--- config.mk ---
export PLATFORM = sky130hd
export DESIGN_NAME = link_congestion_send_window_unit
export DESIGN_NICKNAME = d
export VERILOG_FILES = /design/src/rtl/lcsw_pkg.sv /design/src/rtl/lcsw_div.sv /design/src/rtl/lcsw_seq.sv /design/src/rtl/link_congestion_send_window_unit.sv
export SDC_FILE = /design/constraint.sdc
export NUM_CORES = 1
export LEC_CHECK = 0
export BUFFER_PORTS_ARGS = -buffer_cell sky130_fd_sc_hd__buf_4
export CAP_MARGIN = 30
export CORE_UTILIZATION = 56
export CTS_BUF_LIST = sky130_fd_sc_hd__clkbuf_2
export CTS_CLUSTER_DIAMETER = 100
export CTS_CLUSTER_SIZE = 40
export DETAILED_ROUTE_END_ITERATION = 7
export PLACE_DENSITY = 0.8
export SLEW_MARGIN = 20
export SYNTH_ARGS = -nofsm -noshare
export SYNTH_HDL_FRONTEND = slang
export SYNTH_SLANG_ARGS = --single-unit
--- constraint.sdc ---
create_clock -name aclk -period 4.6 [get_ports aclk]
set_input_delay 0.23 -clock aclk [delete_from_list [all_inputs] [get_ports aclk]]
set_output_delay 0.23 -clock aclk [all_outputs]
set_load 0.05 [all_outputs]
--- src/rtl/lcsw_pkg.sv ---
// ----------------------------------------------------------------------------
// lcsw_pkg
// Shared types, register codes, colour table and helpers for the link
// congestion send window unit.
// ----------------------------------------------------------------------------
package lcsw_pkg;

    // Link colours
    localparam logic [1:0] COLOUR_GREEN  = 2'd0;
    localparam logic [1:0] COLOUR_YELLOW = 2'd1;
    localparam logic [1:0] COLOUR_RED    = 2'd2;

    // Register indexes (byte address / 4)
    localparam logic [1:0] REG_SAMPLE_COUNT   = 2'd0;
    localparam logic [1:0] REG_MIN_SEND_COUNT = 2'd1;
    localparam logic [1:0] REG_MAX_SEND_COUNT = 2'd2;

    // Divider step counts for the two jobs of the shared unit
    localparam logic [5:0] MOD_STEPS = 6'd8;
    localparam logic [5:0] DIV_STEPS = 6'd32;

    localparam int ROW_COUNT = 4;

    typedef struct packed {
        logic [9:0] rtt_limit;
        logic [7:0] green_max;
        logic [7:0] yellow_max;
    } lcsw_row_t;

    localparam lcsw_row_t COLOUR_ROWS [ROW_COUNT] = '{
        '{rtt_limit: 10'd100,  green_max: 8'd15,  yellow_max: 8'd30},
        '{rtt_limit: 10'd300,  green_max: 8'd30,  yellow_max: 8'd50},
        '{rtt_limit: 10'd700,  green_max: 8'd70,  yellow_max: 8'd100},
        '{rtt_limit: 10'd1000, green_max: 8'd100, yellow_max: 8'd150}
    };

    typedef struct packed {
        logic [15:0] round_trip_sample;
        logic [15:0] unacked_sample;
        logic [15:0] pending_sample;
    } lcsw_in_t;

    typedef struct packed {
        logic [15:0] send_count;
        logic [1:0]  link_colour;
        logic        evaluated;
        logic [15:0] min_round_trip;
        logic [15:0] max_round_trip;
        logic [31:0] unacked_total;
        logic [31:0] pending_total;
    } lcsw_out_t;

    typedef enum logic [1:0] {
        ST_IDLE,
        ST_MOD,
        ST_DIV,
        ST_FINISH
    } lcsw_state_t;

    // Sequencer commands to the datapath
    typedef struct packed {
        logic start_mod;
        logic start_div;
        logic commit;
    } lcsw_ctrl_t;

    // Shared divider status
    typedef struct packed {
        logic busy;
        logic done;
    } lcsw_div_status_t;

    // Saturating 32-bit add of a 16-bit sample
    function automatic logic [31:0] sat_add(input logic [31:0] a, input logic [15:0] b);
        logic [32:0] sum;
        sum = {1'b0, a} + {17'b0, b};
        return sum[32] ? 32'hFFFF_FFFF : sum[31:0];
    endfunction

    // Pick the first row whose limit covers the average, last row beyond it
    function automatic logic [1:0] pick_colour(input logic [31:0] avg,
                                               input logic [31:0] unacked);
        lcsw_row_t row;
        row = COLOUR_ROWS[ROW_COUNT-1];
        for (int i = ROW_COUNT - 1; i >= 0; i--) begin
            if (avg <= {22'b0, COLOUR_ROWS[i].rtt_limit}) begin
                row = COLOUR_ROWS[i];
            end
        end
        if (unacked <= {24'b0, row.green_max}) begin
            return COLOUR_GREEN;
        end else if (unacked <= {24'b0, row.yellow_max}) begin
            return COLOUR_YELLOW;
        end
        return COLOUR_RED;
    endfunction

endpackage

--- src/rtl/lcsw_div.sv ---
// ----------------------------------------------------------------------------
// lcsw_div
// Shared restoring divider: one quotient bit per cycle, 8-bit divisor.
// ----------------------------------------------------------------------------
module lcsw_div
    import lcsw_pkg::*;
(
    input  logic             aclk,
    input  logic             aresetn,
    input  logic             start,
    input  logic [31:0]      dividend,
    input  logic [7:0]       divisor,
    input  logic [5:0]       steps,
    output lcsw_div_status_t status,
    output logic [31:0]      quotient,
    output logic [7:0]       remainder
);

    logic [31:0] quo_reg, quo_next;
    logic [7:0]  rem_reg, rem_next;
    logic [7:0]  dsr_reg, dsr_next;
    logic [5:0]  cnt_reg, cnt_next;
    logic        busy_reg, busy_next;
    logic        done_reg, done_next;
    logic [8:0]  trial;
    logic [8:0]  diff;

    // One compare and subtract step
    always_comb begin
        trial = {rem_reg, quo_reg[31]};
        diff  = trial - {1'b0, dsr_reg};
    end

    // Load on start, shift one bit per cycle while busy
    always_comb begin
        quo_next  = quo_reg;
        rem_next  = rem_reg;
        dsr_next  = dsr_reg;
        cnt_next  = cnt_reg;
        busy_next = busy_reg;
        done_next = 1'b0;
        if (start) begin
            quo_next  = dividend;
            rem_next  = 8'd0;
            dsr_next  = divisor;
            cnt_next  = steps;
            busy_next = 1'b1;
        end else if (busy_reg) begin
            if (trial >= {1'b0, dsr_reg}) begin
                rem_next = diff[7:0];
                quo_next = {quo_reg[30:0], 1'b1};
            end else begin
                rem_next = trial[7:0];
                quo_next = {quo_reg[30:0], 1'b0};
            end
            cnt_next = cnt_reg - 6'd1;
            if (cnt_reg == 6'd1) begin
                busy_next = 1'b0;
                done_next = 1'b1;
            end
        end
    end

    always_ff @(posedge aclk) begin
        if (!aresetn) begin
            cnt_reg  <= 6'd0;
            busy_reg <= 1'b0;
            done_reg <= 1'b0;
        end else begin
            cnt_reg  <= cnt_next;
            busy_reg <= busy_next;
            done_reg <= done_next;
        end
    end

    // Datapath registers
    always_ff @(posedge aclk) begin
        quo_reg <= quo_next;
        rem_reg <= rem_next;
        dsr_reg <= dsr_next;
    end

    assign status.busy = busy_reg;
    assign status.done = done_reg;
    assign quotient    = quo_reg;
    assign remainder   = rem_reg;

endmodule

--- src/rtl/lcsw_seq.sv ---
// ----------------------------------------------------------------------------
// lcsw_seq
// Sequencer: period check, optional average divide, then commit of results.
// ----------------------------------------------------------------------------
module lcsw_seq
    import lcsw_pkg::*;
(
    input  logic             aclk,
    input  logic             aresetn,
    input  logic             s_valid,
    input  lcsw_div_status_t div_status,
    input  logic             rem_zero,
    input  logic             out_room,
    output logic             s_ready,
    output lcsw_ctrl_t       ctrl
);

    lcsw_state_t state_reg, state_next;

    // Next state
    always_comb begin
        state_next = state_reg;
        case (state_reg)
            ST_IDLE: begin
                if (s_valid) begin
                    state_next = ST_MOD;
                end
            end
            ST_MOD: begin
                if (div_status.done) begin
                    state_next = rem_zero ? ST_DIV : ST_FINISH;
                end
            end
            ST_DIV: begin
                if (div_status.done) begin
                    state_next = ST_FINISH;
                end
            end
            ST_FINISH: begin
                if (out_room) begin
                    state_next = ST_IDLE;
                end
            end
            default: state_next = ST_IDLE;
        endcase
    end

    // Outputs
    always_comb begin
        s_ready        = 1'b0;
        ctrl.start_mod = 1'b0;
        ctrl.start_div = 1'b0;
        ctrl.commit    = 1'b0;
        case (state_reg)
            ST_IDLE: begin
                s_ready        = 1'b1;
                ctrl.start_mod = s_valid;
            end
            ST_MOD: begin
                ctrl.start_div = div_status.done && rem_zero;
            end
            ST_DIV: begin
            end
            ST_FINISH: begin
                ctrl.commit = out_room;
            end
            default: begin
            end
        endcase
    end

    always_ff @(posedge aclk) begin
        if (!aresetn) begin
            state_reg <= ST_IDLE;
        end else begin
            state_reg <= state_next;
        end
    end

endmodule

--- src/rtl/link_congestion_send_window_unit.sv ---
// ----------------------------------------------------------------------------
// link_congestion_send_window_unit
// Per-sample link status tracking with periodic average, colouring and
// send count adjustment.
// ----------------------------------------------------------------------------
//  channel   | ports                         | moves
//  ----------+-------------------------------+------------------------------
//  input     | s_valid s_ready s_payload     | one status sample
//  result    | m_valid m_ready m_payload     | one result per sample
//  config    | psel penable pwrite paddr ... | register write/read, 0/4/8
//
//  A sample that does not close a period runs the period check on the shared
//  divider, then its commit. A closing sample also runs the 32-bit average
//  divide on that divider before its commit. The divider produces one
//  quotient bit per cycle while it is busy with either job.
//  Reset is synchronous, active low; no clearing pass is needed.
//  A stalled result holds in the output register while the next sample is
//  taken; that sample then waits in its final step until the register frees.
// ----------------------------------------------------------------------------
module link_congestion_send_window_unit
    import lcsw_pkg::*;
(
    input  logic        aclk,
    input  logic        aresetn,
    // input samples
    input  logic        s_valid,
    output logic        s_ready,
    input  lcsw_in_t    s_payload,
    // results
    output logic        m_valid,
    input  logic        m_ready,
    output lcsw_out_t   m_payload,
    // configuration
    input  logic        psel,
    input  logic        penable,
    input  logic        pwrite,
    input  logic [3:0]  paddr,
    input  logic [31:0] pwdata,
    output logic [31:0] prdata,
    output logic        pready
);

    // Configuration registers
    logic [7:0]  sample_count_reg;
    logic [15:0] min_send_count_reg;
    logic [15:0] max_send_count_reg;

    // Block state
    logic [7:0]  sample_counter_reg, sample_counter_next;
    logic [31:0] rtt_acc_reg, rtt_acc_next;
    logic [31:0] unacked_acc_reg, unacked_acc_next;
    logic [31:0] pending_acc_reg, pending_acc_next;
    logic [15:0] send_count_reg, send_count_next;
    logic [1:0]  prev_colour_reg, prev_colour_next;
    logic [15:0] min_rtt_reg, min_rtt_next;
    logic [15:0] max_rtt_reg, max_rtt_next;
    logic        close_reg;

    lcsw_in_t    sample_reg;
    logic        m_valid_reg, m_valid_next;
    lcsw_out_t   m_payload_reg;

    lcsw_ctrl_t       ctrl;
    lcsw_div_status_t div_status;
    logic [31:0]      div_quotient;
    logic [7:0]       div_remainder;
    logic             div_start;
    logic [31:0]      div_dividend;
    logic [5:0]       div_steps;
    logic [7:0]       period;
    logic [7:0]       counter_inc;
    logic             out_room;
    logic             cfg_write;

    logic [1:0]  colour;
    logic [15:0] half;
    logic [16:0] dbl;
    logic [15:0] send_eval;

    // Configuration port
    assign pready    = 1'b1;
    assign cfg_write = psel && penable && pwrite;

    always_ff @(posedge aclk) begin
        if (!aresetn) begin
            sample_count_reg   <= 8'd8;
            min_send_count_reg <= 16'd1;
            max_send_count_reg <= 16'd64;
        end else if (cfg_write) begin
            case (paddr[3:2])
                REG_SAMPLE_COUNT:   sample_count_reg   <= pwdata[7:0];
                REG_MIN_SEND_COUNT: min_send_count_reg <= pwdata[15:0];
                REG_MAX_SEND_COUNT: max_send_count_reg <= pwdata[15:0];
                default: begin
                end
            endcase
        end
    end

    always_comb begin
        case (paddr[3:2])
            REG_SAMPLE_COUNT:   prdata = {24'b0, sample_count_reg};
            REG_MIN_SEND_COUNT: prdata = {16'b0, min_send_count_reg};
            REG_MAX_SEND_COUNT: prdata = {16'b0, max_send_count_reg};
            default:            prdata = 32'd0;
        endcase
    end

    // Sequencer
    assign out_room = !m_valid_reg || m_ready;

    lcsw_seq u_seq (
        .aclk       (aclk),
        .aresetn    (aresetn),
        .s_valid    (s_valid),
        .div_status (div_status),
        .rem_zero   (div_remainder == 8'd0),
        .out_room   (out_room),
        .s_ready    (s_ready),
        .ctrl       (ctrl)
    );

    // Shared divider: period check first, then the average when closing
    assign period      = (sample_count_reg == 8'd0) ? 8'd1 : sample_count_reg;
    assign counter_inc = sample_counter_reg + 8'd1;
    assign div_start   = ctrl.start_mod || ctrl.start_div;

    always_comb begin
        if (ctrl.start_mod) begin
            div_dividend = {counter_inc, 24'b0};
            div_steps    = MOD_STEPS;
        end else begin
            div_dividend = rtt_acc_reg;
            div_steps    = DIV_STEPS;
        end
    end

    lcsw_div u_div (
        .aclk      (aclk),
        .aresetn   (aresetn),
        .start     (div_start),
        .dividend  (div_dividend),
        .divisor   (period),
        .steps     (div_steps),
        .status    (div_status),
        .quotient  (div_quotient),
        .remainder (div_remainder)
    );

    // Hold the accepted sample and the closing decision
    always_ff @(posedge aclk) begin
        if (s_valid && s_ready) begin
            sample_reg <= s_payload;
        end
    end

    always_ff @(posedge aclk) begin
        if (!aresetn) begin
            close_reg <= 1'b0;
        end else if (ctrl.start_mod) begin
            close_reg <= 1'b0;
        end else if (ctrl.start_div) begin
            close_reg <= 1'b1;
        end
    end

    // Colour the link and pick the new send count
    always_comb begin
        colour = pick_colour(div_quotient, unacked_acc_reg);
        half   = {1'b0, send_count_reg[15:1]};
        dbl    = {send_count_reg, 1'b0};
        if (colour == COLOUR_GREEN) begin
            send_eval = (half >= min_send_count_reg) ? half : min_send_count_reg;
        end else if (colour == COLOUR_YELLOW && prev_colour_reg != COLOUR_RED) begin
            send_eval = (dbl <= {1'b0, max_send_count_reg}) ? dbl[15:0]
                                                             : max_send_count_reg;
        end else if (colour == COLOUR_YELLOW) begin
            send_eval = max_send_count_reg;
        end else begin
            send_eval = 16'd1;
        end
    end

    // Next state of the tracked values
    always_comb begin
        if (close_reg) begin
            sample_counter_next = 8'd0;
            rtt_acc_next        = div_quotient;
            send_count_next     = send_eval;
            prev_colour_next    = colour;
            unacked_acc_next    = {16'b0, sample_reg.unacked_sample};
            pending_acc_next    = {16'b0, sample_reg.pending_sample};
        end else begin
            sample_counter_next = counter_inc;
            rtt_acc_next        = sat_add(rtt_acc_reg, sample_reg.round_trip_sample);
            send_count_next     = send_count_reg;
            prev_colour_next    = prev_colour_reg;
            unacked_acc_next    = sat_add(unacked_acc_reg, sample_reg.unacked_sample);
            pending_acc_next    = sat_add(pending_acc_reg, sample_reg.pending_sample);
        end
        if (sample_reg.round_trip_sample < min_rtt_reg || min_rtt_reg == 16'd0) begin
            min_rtt_next = sample_reg.round_trip_sample;
        end else begin
            min_rtt_next = min_rtt_reg;
        end
        if (sample_reg.round_trip_sample > max_rtt_reg) begin
            max_rtt_next = sample_reg.round_trip_sample;
        end else begin
            max_rtt_next = max_rtt_reg;
        end
    end

    // Commit state once the result register has room
    always_ff @(posedge aclk) begin
        if (!aresetn) begin
            sample_counter_reg <= 8'd0;
            rtt_acc_reg        <= 32'd0;
            unacked_acc_reg    <= 32'd0;
            pending_acc_reg    <= 32'd0;
            send_count_reg     <= 16'd1;
            prev_colour_reg    <= COLOUR_GREEN;
            min_rtt_reg        <= 16'd0;
            max_rtt_reg        <= 16'd0;
        end else if (ctrl.commit) begin
            sample_counter_reg <= sample_counter_next;
            rtt_acc_reg        <= rtt_acc_next;
            unacked_acc_reg    <= unacked_acc_next;
            pending_acc_reg    <= pending_acc_next;
            send_count_reg     <= send_count_next;
            prev_colour_reg    <= prev_colour_next;
            min_rtt_reg        <= min_rtt_next;
            max_rtt_reg        <= max_rtt_next;
        end
    end

    // Result register
    always_comb begin
        m_valid_next = m_valid_reg;
        if (ctrl.commit) begin
            m_valid_next = 1'b1;
        end else if (m_ready) begin
            m_valid_next = 1'b0;
        end
    end

    always_ff @(posedge aclk) begin
        if (!aresetn) begin
            m_valid_reg <= 1'b0;
        end else begin
            m_valid_reg <= m_valid_next;
        end
    end

    always_ff @(posedge aclk) begin
        if (ctrl.commit) begin
            m_payload_reg.send_count     <= send_count_next;
            m_payload_reg.link_colour    <= prev_colour_next;
            m_payload_reg.evaluated      <= close_reg;
            m_payload_reg.min_round_trip <= min_rtt_next;
            m_payload_reg.max_round_trip <= max_rtt_next;
            m_payload_reg.unacked_total  <= unacked_acc_next;
            m_payload_reg.pending_total  <= pending_acc_next;
        end
    end

    assign m_valid   = m_valid_reg;
    assign m_payload = m_payload_reg;

`ifndef SYNTHESIS
    // No new sample while the shared divider is working
    assert property (@(posedge aclk) disable iff (!aresetn)
        div_status.busy |-> !s_ready)
        else $error("sample accepted while divider busy");

    // An accepted sample blocks the input until its result is committed
    assert property (@(posedge aclk) disable iff (!aresetn)
        (s_valid && s_ready) |=> !s_ready)
        else $error("input ready right after accept");

    // A closing commit clears the sample counter
    assert property (@(posedge aclk) disable iff (!aresetn)
        (ctrl.commit && close_reg) |=> (sample_counter_reg == 8'd0))
        else $error("counter not cleared after period close");

    // Commit never overwrites a pending result
    assert property (@(posedge aclk) disable iff (!aresetn)
        ctrl.commit |-> (!m_valid_reg || m_ready))
        else $error("result overwritten");
`endif

endmodule
==> impl_table.tex <==
\begin{tabular}{lr}
\hline
Metric & Value \\
\hline
\multicolumn{2}{l}{\textbf{Status}} \\
\quad Result of the run & completed \\
\multicolumn{2}{l}{\textbf{Clock tree}} \\
\quad TritonCTS Buffers & 16 \\
\quad Clock tree root buffer cell & sky130\_fd\_sc\_hd\_\_clkbuf\_2 \\
\quad Clk Latency, worst-skew pair & 1220 ps \\
\quad CTS sink count & between 400 and 500 \\
\quad Clock H-tree levels & 1 \\
\quad CTS tree & yes \\
\quad Maximum buffer depth of the clock tree & 3 \\
\quad Clock-pin slew reported for the worst setup and hold paths after clock tree synthesis & approximately 700 ps \\
\multicolumn{2}{l}{\textbf{Place}} \\
\quad Sum of net half-perimeters after detailed placement & between 40 and 50 mm \\
\quad Routability cong. & roughly 0.9 \\
\quad \# port buffers & $\sim$210 \\
\quad Worst Setup Slack post-DPL & about 510 ps \\
\multicolumn{2}{l}{\textbf{Critical path}} \\
\quad Worst flop-to-flop path startpoint & u\_div.quotient[29] \\
\quad Worst Path Required & 5540 ps \\
\quad Worst-case reg-to-reg path depth & 15 \\
\quad Top fanout value on the critical path & 14 \\
\quad Reg-to-reg critical path endpoint & send\_count\_reg[3] \\
\quad Startpoint type of the worst setup path & flip-flop \\
\quad Type of destination of the critical path & flip-flop \\
\quad Crit Path Category & reg -> reg \\
\quad Critical Path AT & 5100 ps \\
\quad Setup slack of the most critical reg-to-reg path & 440 ps \\
\multicolumn{2}{l}{\textbf{Timing}} \\
\quad Pin slew with the least headroom to its limit & $\sim$1000 ps \\
\quad Max-slew violation count & 0 \\
\quad Count of endpoints failing setup in the final report & 0 \\
\quad Clock skew after layout & roughly 230 ps \\
\quad Worst max-slew margin expressed relative to the limit & around 32\% \\
\quad Post-route setup slack & about 440 ps \\
\quad Setup TNS Final & 0 ps \\
\quad Fin. Hold Viols & 0 \\
\quad Tmin final & 4160 ps \\
\quad Final cycle utilization of the critical path & 90.5\% \\
\quad Max frequency & around 240 MHz \\
\quad Unrepaired setup endpoints after global routing & no \\
\multicolumn{2}{l}{\textbf{Yosys}} \\
\quad Share of synthesized area spent on multiplexers & between 4 and 5\% \\
\quad Parity-gate share of the synthesized area counting xor and xnor cells & under 10\% \\
\quad Ys flop type & sky130\_fd\_sc\_hd\_\_dfxtp\_1 \\
\quad Main combinational cell family by area after synthesis & compound AO/OA/AOI/OAI gates \\
\quad Post-synth EDFFs & approximately 200 \\
\quad Count of state elements after synthesis & about 420 \\
\quad Library cell with the largest summed area after synthesis & sky130\_fd\_sc\_hd\_\_edfxtp\_1 \\
\quad Proportion of register bits with asynchronous set or reset after synthesis & 0\% \\
\quad Synthesized netlist cell count & between 2,000 and 2,500 \\
\quad Syn Std Cell Area & between 20,000 and 25,000 µm² \\
\quad Sequential cell area fraction in the yosys report & approximately 45\% \\
\quad Leading post-synthesis cells by instance count & 328 x sky130\_fd\_sc\_hd\_\_nand2\_1, 214 x sky130\_fd\_sc\_hd\_\_dfxtp\_1, 203 x sky130\_fd\_sc\_hd\_\_edfxtp\_1, 162 x sky130\_fd\_sc\_hd\_\_a21oi\_1, 137 x sky130\_fd\_sc\_hd\_\_ha\_1 \\
\quad Compound-cell area share of the yosys netlist & 19.2\% \\
\quad Adder and majority gate portion of the synthesized area & under 10\% \\
\quad Yosys top cell area share & 26.5\% \\
\quad Synthesized-area fraction occupied by and/or/nand/nor cells & 16.1\% \\
\quad Post-synthesis average cell area & approximately 9.5 µm² \\
\quad Unique cell type count in the Yosys netlist & 82 \\
\quad Syn. warnings & 0 \\
\quad Most common cell in the synthesized netlist & sky130\_fd\_sc\_hd\_\_nand2\_1 \\
\quad Area contributors post-synth & sky130\_fd\_sc\_hd\_\_edfxtp\_1 27\%, sky130\_fd\_sc\_hd\_\_dfxtp\_1 19\%, sky130\_fd\_sc\_hd\_\_ha\_1 7.5\% \\
\multicolumn{2}{l}{\textbf{Floorplan}} \\
\quad Effective utilization at floorplan & around 57\% \\
\quad Overall die area & between 40,000 and 50,000 µm² \\
\quad Cell Rows & 73 \\
\quad Number of top-level pins & approximately 240 \\
\quad Core box area & about 40,000 µm² \\
\quad Height of the die & between 200 and 250 µm \\
\quad Die Wd & between 200 and 250 µm \\
\multicolumn{2}{l}{\textbf{Finish}} \\
\quad Finished Core Util & between 60\% and 70\% \\
\quad Number of flip-flops under the largest register name & 115 \\
\quad Number of nets in the finished design & between 2,000 and 3,000 \\
\quad P\&R area growth vs syn & 16.2\% \\
\quad FILL cells & around 3,000 \\
\quad Fraction of final layout cells sized beyond drive strength 1 & between 10\% and 20\% \\
\multicolumn{2}{l}{\textbf{Run}} \\
\quad Number of max-cap violations & 0 \\
\multicolumn{2}{l}{\textbf{Min path}} \\
\quad Hold Path Depth & 5 \\
\quad Endpoint of the worst hold path & u\_seq.state\_reg[1] \\
\quad Min-Delay Path Class & in -> reg \\
\quad Hold Startpoint & s\_valid \\
\multicolumn{2}{l}{\textbf{Pwr}} \\
\quad Largest voltage drop on the vdd net & between 300 and 400 µV \\
\quad Pwr dens & roughly 380 nW/µm² \\
\quad LEAKAGE & around 0.010 µW \\
\multicolumn{2}{l}{\textbf{Route}} \\
\quad Via count & 19,900 \\
\quad Number of remaining DRC errors & 0 \\
\quad Count of antenna-violating nets left after detailed routing & 0 \\
\quad First-iteration detailed-routing DRC count & 1,829 \\
\quad First-pass iteration count of the detailed router & 6 \\
\quad Wire length per cell after detailed routing & around 19 µm \\
\quad Vias per cell & 6.19 \\
\quad Wire length after detailed routing & 61.8 mm \\
\multicolumn{2}{l}{\textbf{Global routing}} \\
\quad All-layer global routing usage & between 20 and 30\% \\
\quad Antenna violations before repair & 3 \\
\quad Pin count of the biggest net entering global routing & 93 \\
\quad Via count of the first global-routing pass & a little under 20,000 \\
\quad Total congestion overflow & 0 \\
\quad First-pass GRT wire length & just under 100 mm \\
\hline
\end{tabular}
-- worst max path at each step --
| stage | slack, ps | end | startpoint |
|---|---|---|---|
| 2_1_floorplan | 1060 | m_payload[100] | u_div.quotient[25] |
| 3_3_place_gp | 580 | send_count_reg[7] | u_div.quotient[13] |
| 3_5_place_dp | 510 | m_payload[106] | u_div.quotient[13] |
| 4_1_cts | 240 | m_payload[106] | u_div.quotient[13] |
| 5_1_grt | 60 | m_payload[106] | u_div.quotient[29] |
| 6_report | 440 | send_count_reg[3] | u_div.quotient[29] |
-- cells by family (layout without fill, tap and decap cells) --
| kind of cell | after synthesis | count (layout) |
|---|---|---|
| other cells | 2 | 18 |
| compound gates | 637 | 637 |
| simple gates | 779 | 779 |
| buf+inv | 274 | 545 |
| xor+xnor | 57 | 57 |
| flops | 417 | 417 |
| fa+ha+maj | 141 | 141 |
| mux | 103 | 103 |
-- power by group --
| part | total, µW | internal (µW) | switching (µW) | leakage (µW) |
|---|---|---|---|---|
| clock | 1370 | 184 | 1180 | 0.000135 |
| sequential | 5090 | 4640 | 456 | 0.00358 |
| combinational | 3600 | 1380 | 2210 | 0.00676 |
-- cell type report --
cell class	count	area, µm²	area share, %
Multi-Input combinational cell	1734	11600	43.3
Sequential cell	417	10400	38.9
Timing Repair Buffer	396	3430	12.8
Tap cell	525	657	2.46
Inverter	121	459	1.72
Clock inverter	8	118	0.440
Clock buffer	20	100	0.375
Antenna cell	1	2.50	0.00937
-- routing by layer --
metal	share of wire (%)	wire [µm]	up-vias	track usage (%)
met5	0	0	-	0
met4	2.4	1470	0	9.51
met3	7.5	4640	123	3.61
met2	49	30300	837	50.3
met1	41	25400	9611	37.3
li1	-	-	9358	-
-- placed cells by master, fill, tap and decap left out, types with 20 or more instances in the layout --
master,count
sky130_fd_sc_hd__edfxtp_1,203
sky130_fd_sc_hd__a21boi_0,56
sky130_fd_sc_hd__o21ai_0,79
sky130_fd_sc_hd__a21oi_1,162
sky130_fd_sc_hd__and3_1,40
sky130_fd_sc_hd__xor2_1,21
sky130_fd_sc_hd__or3_1,20
sky130_fd_sc_hd__nand2_1,327
sky130_fd_sc_hd__a21o_1,43
sky130_fd_sc_hd__dfxtp_1,213
sky130_fd_sc_hd__buf_4,227
sky130_fd_sc_hd__o221ai_1,37
sky130_fd_sc_hd__a211oi_1,36
sky130_fd_sc_hd__nand3_1,73
sky130_fd_sc_hd__mux2i_1,82
sky130_fd_sc_hd__clkbuf_2,20
sky130_fd_sc_hd__a311oi_1,21
sky130_fd_sc_hd__inv_1,117
sky130_fd_sc_hd__dlygate4sd3_1,162
sky130_fd_sc_hd__nor4_1,21
sky130_fd_sc_hd__xnor2_1,36
sky130_fd_sc_hd__nand4_1,22
sky130_fd_sc_hd__nor3_1,35
sky130_fd_sc_hd__ha_1,137
sky130_fd_sc_hd__nor2b_1,30
sky130_fd_sc_hd__and2_1,25
sky130_fd_sc_hd__mux2_2,21
sky130_fd_sc_hd__nor2_1,121
sky130_fd_sc_hd__o211ai_1,28
sky130_fd_sc_hd__a31oi_1,47
-- stage by stage --
stage / cells / instance area [µm²] / total power, µW / hold slack [ps]
2_1_floorplan: 2425 / 23000 / 7550 / 329
6_report: 3222 / 26700 / 10100 / 192
5_1_grt: 3222 / 26700 / 10600 / 102
4_1_cts: 3218 / 26600 / 9970 / 78.6
3_5_place_dp: 3027 / 24800 / 8520 / 410
3_3_place_gp: 3025 / 24800 / 8360 / 410
-- timing repair --
| item | 4_1_cts | 5_1_grt |
|---|---|---|
| setup buffers | 0 | 2 |
| gates resized for setup | 0 | 5 |
| setup endpoints to repair | 0 | 14 |
| hold buffers | 163 | 0 |
| endpoints found under the hold margin | 242 | 0 |
-- critical path, cell delays in order, from the launching register on --
cell and delay, ps:
sky130_fd_sc_hd__edfxtp_1 580, sky130_fd_sc_hd__nor4_2 360, sky130_fd_sc_hd__nand4_1 250, sky130_fd_sc_hd__nor4_2 230
sky130_fd_sc_hd__and2_1 180, sky130_fd_sc_hd__nand2_1 120, sky130_fd_sc_hd__nand2_1 140, sky130_fd_sc_hd__inv_1 50
sky130_fd_sc_hd__ha_1 280, sky130_fd_sc_hd__a21o_1 170, sky130_fd_sc_hd__a21oi_1 140, sky130_fd_sc_hd__a21oi_1 110
sky130_fd_sc_hd__nor4_2 250, sky130_fd_sc_hd__buf_4 180, sky130_fd_sc_hd__nand3_1 510, sky130_fd_sc_hd__o221ai_1 390
Power figures use the tool's default switching activity.
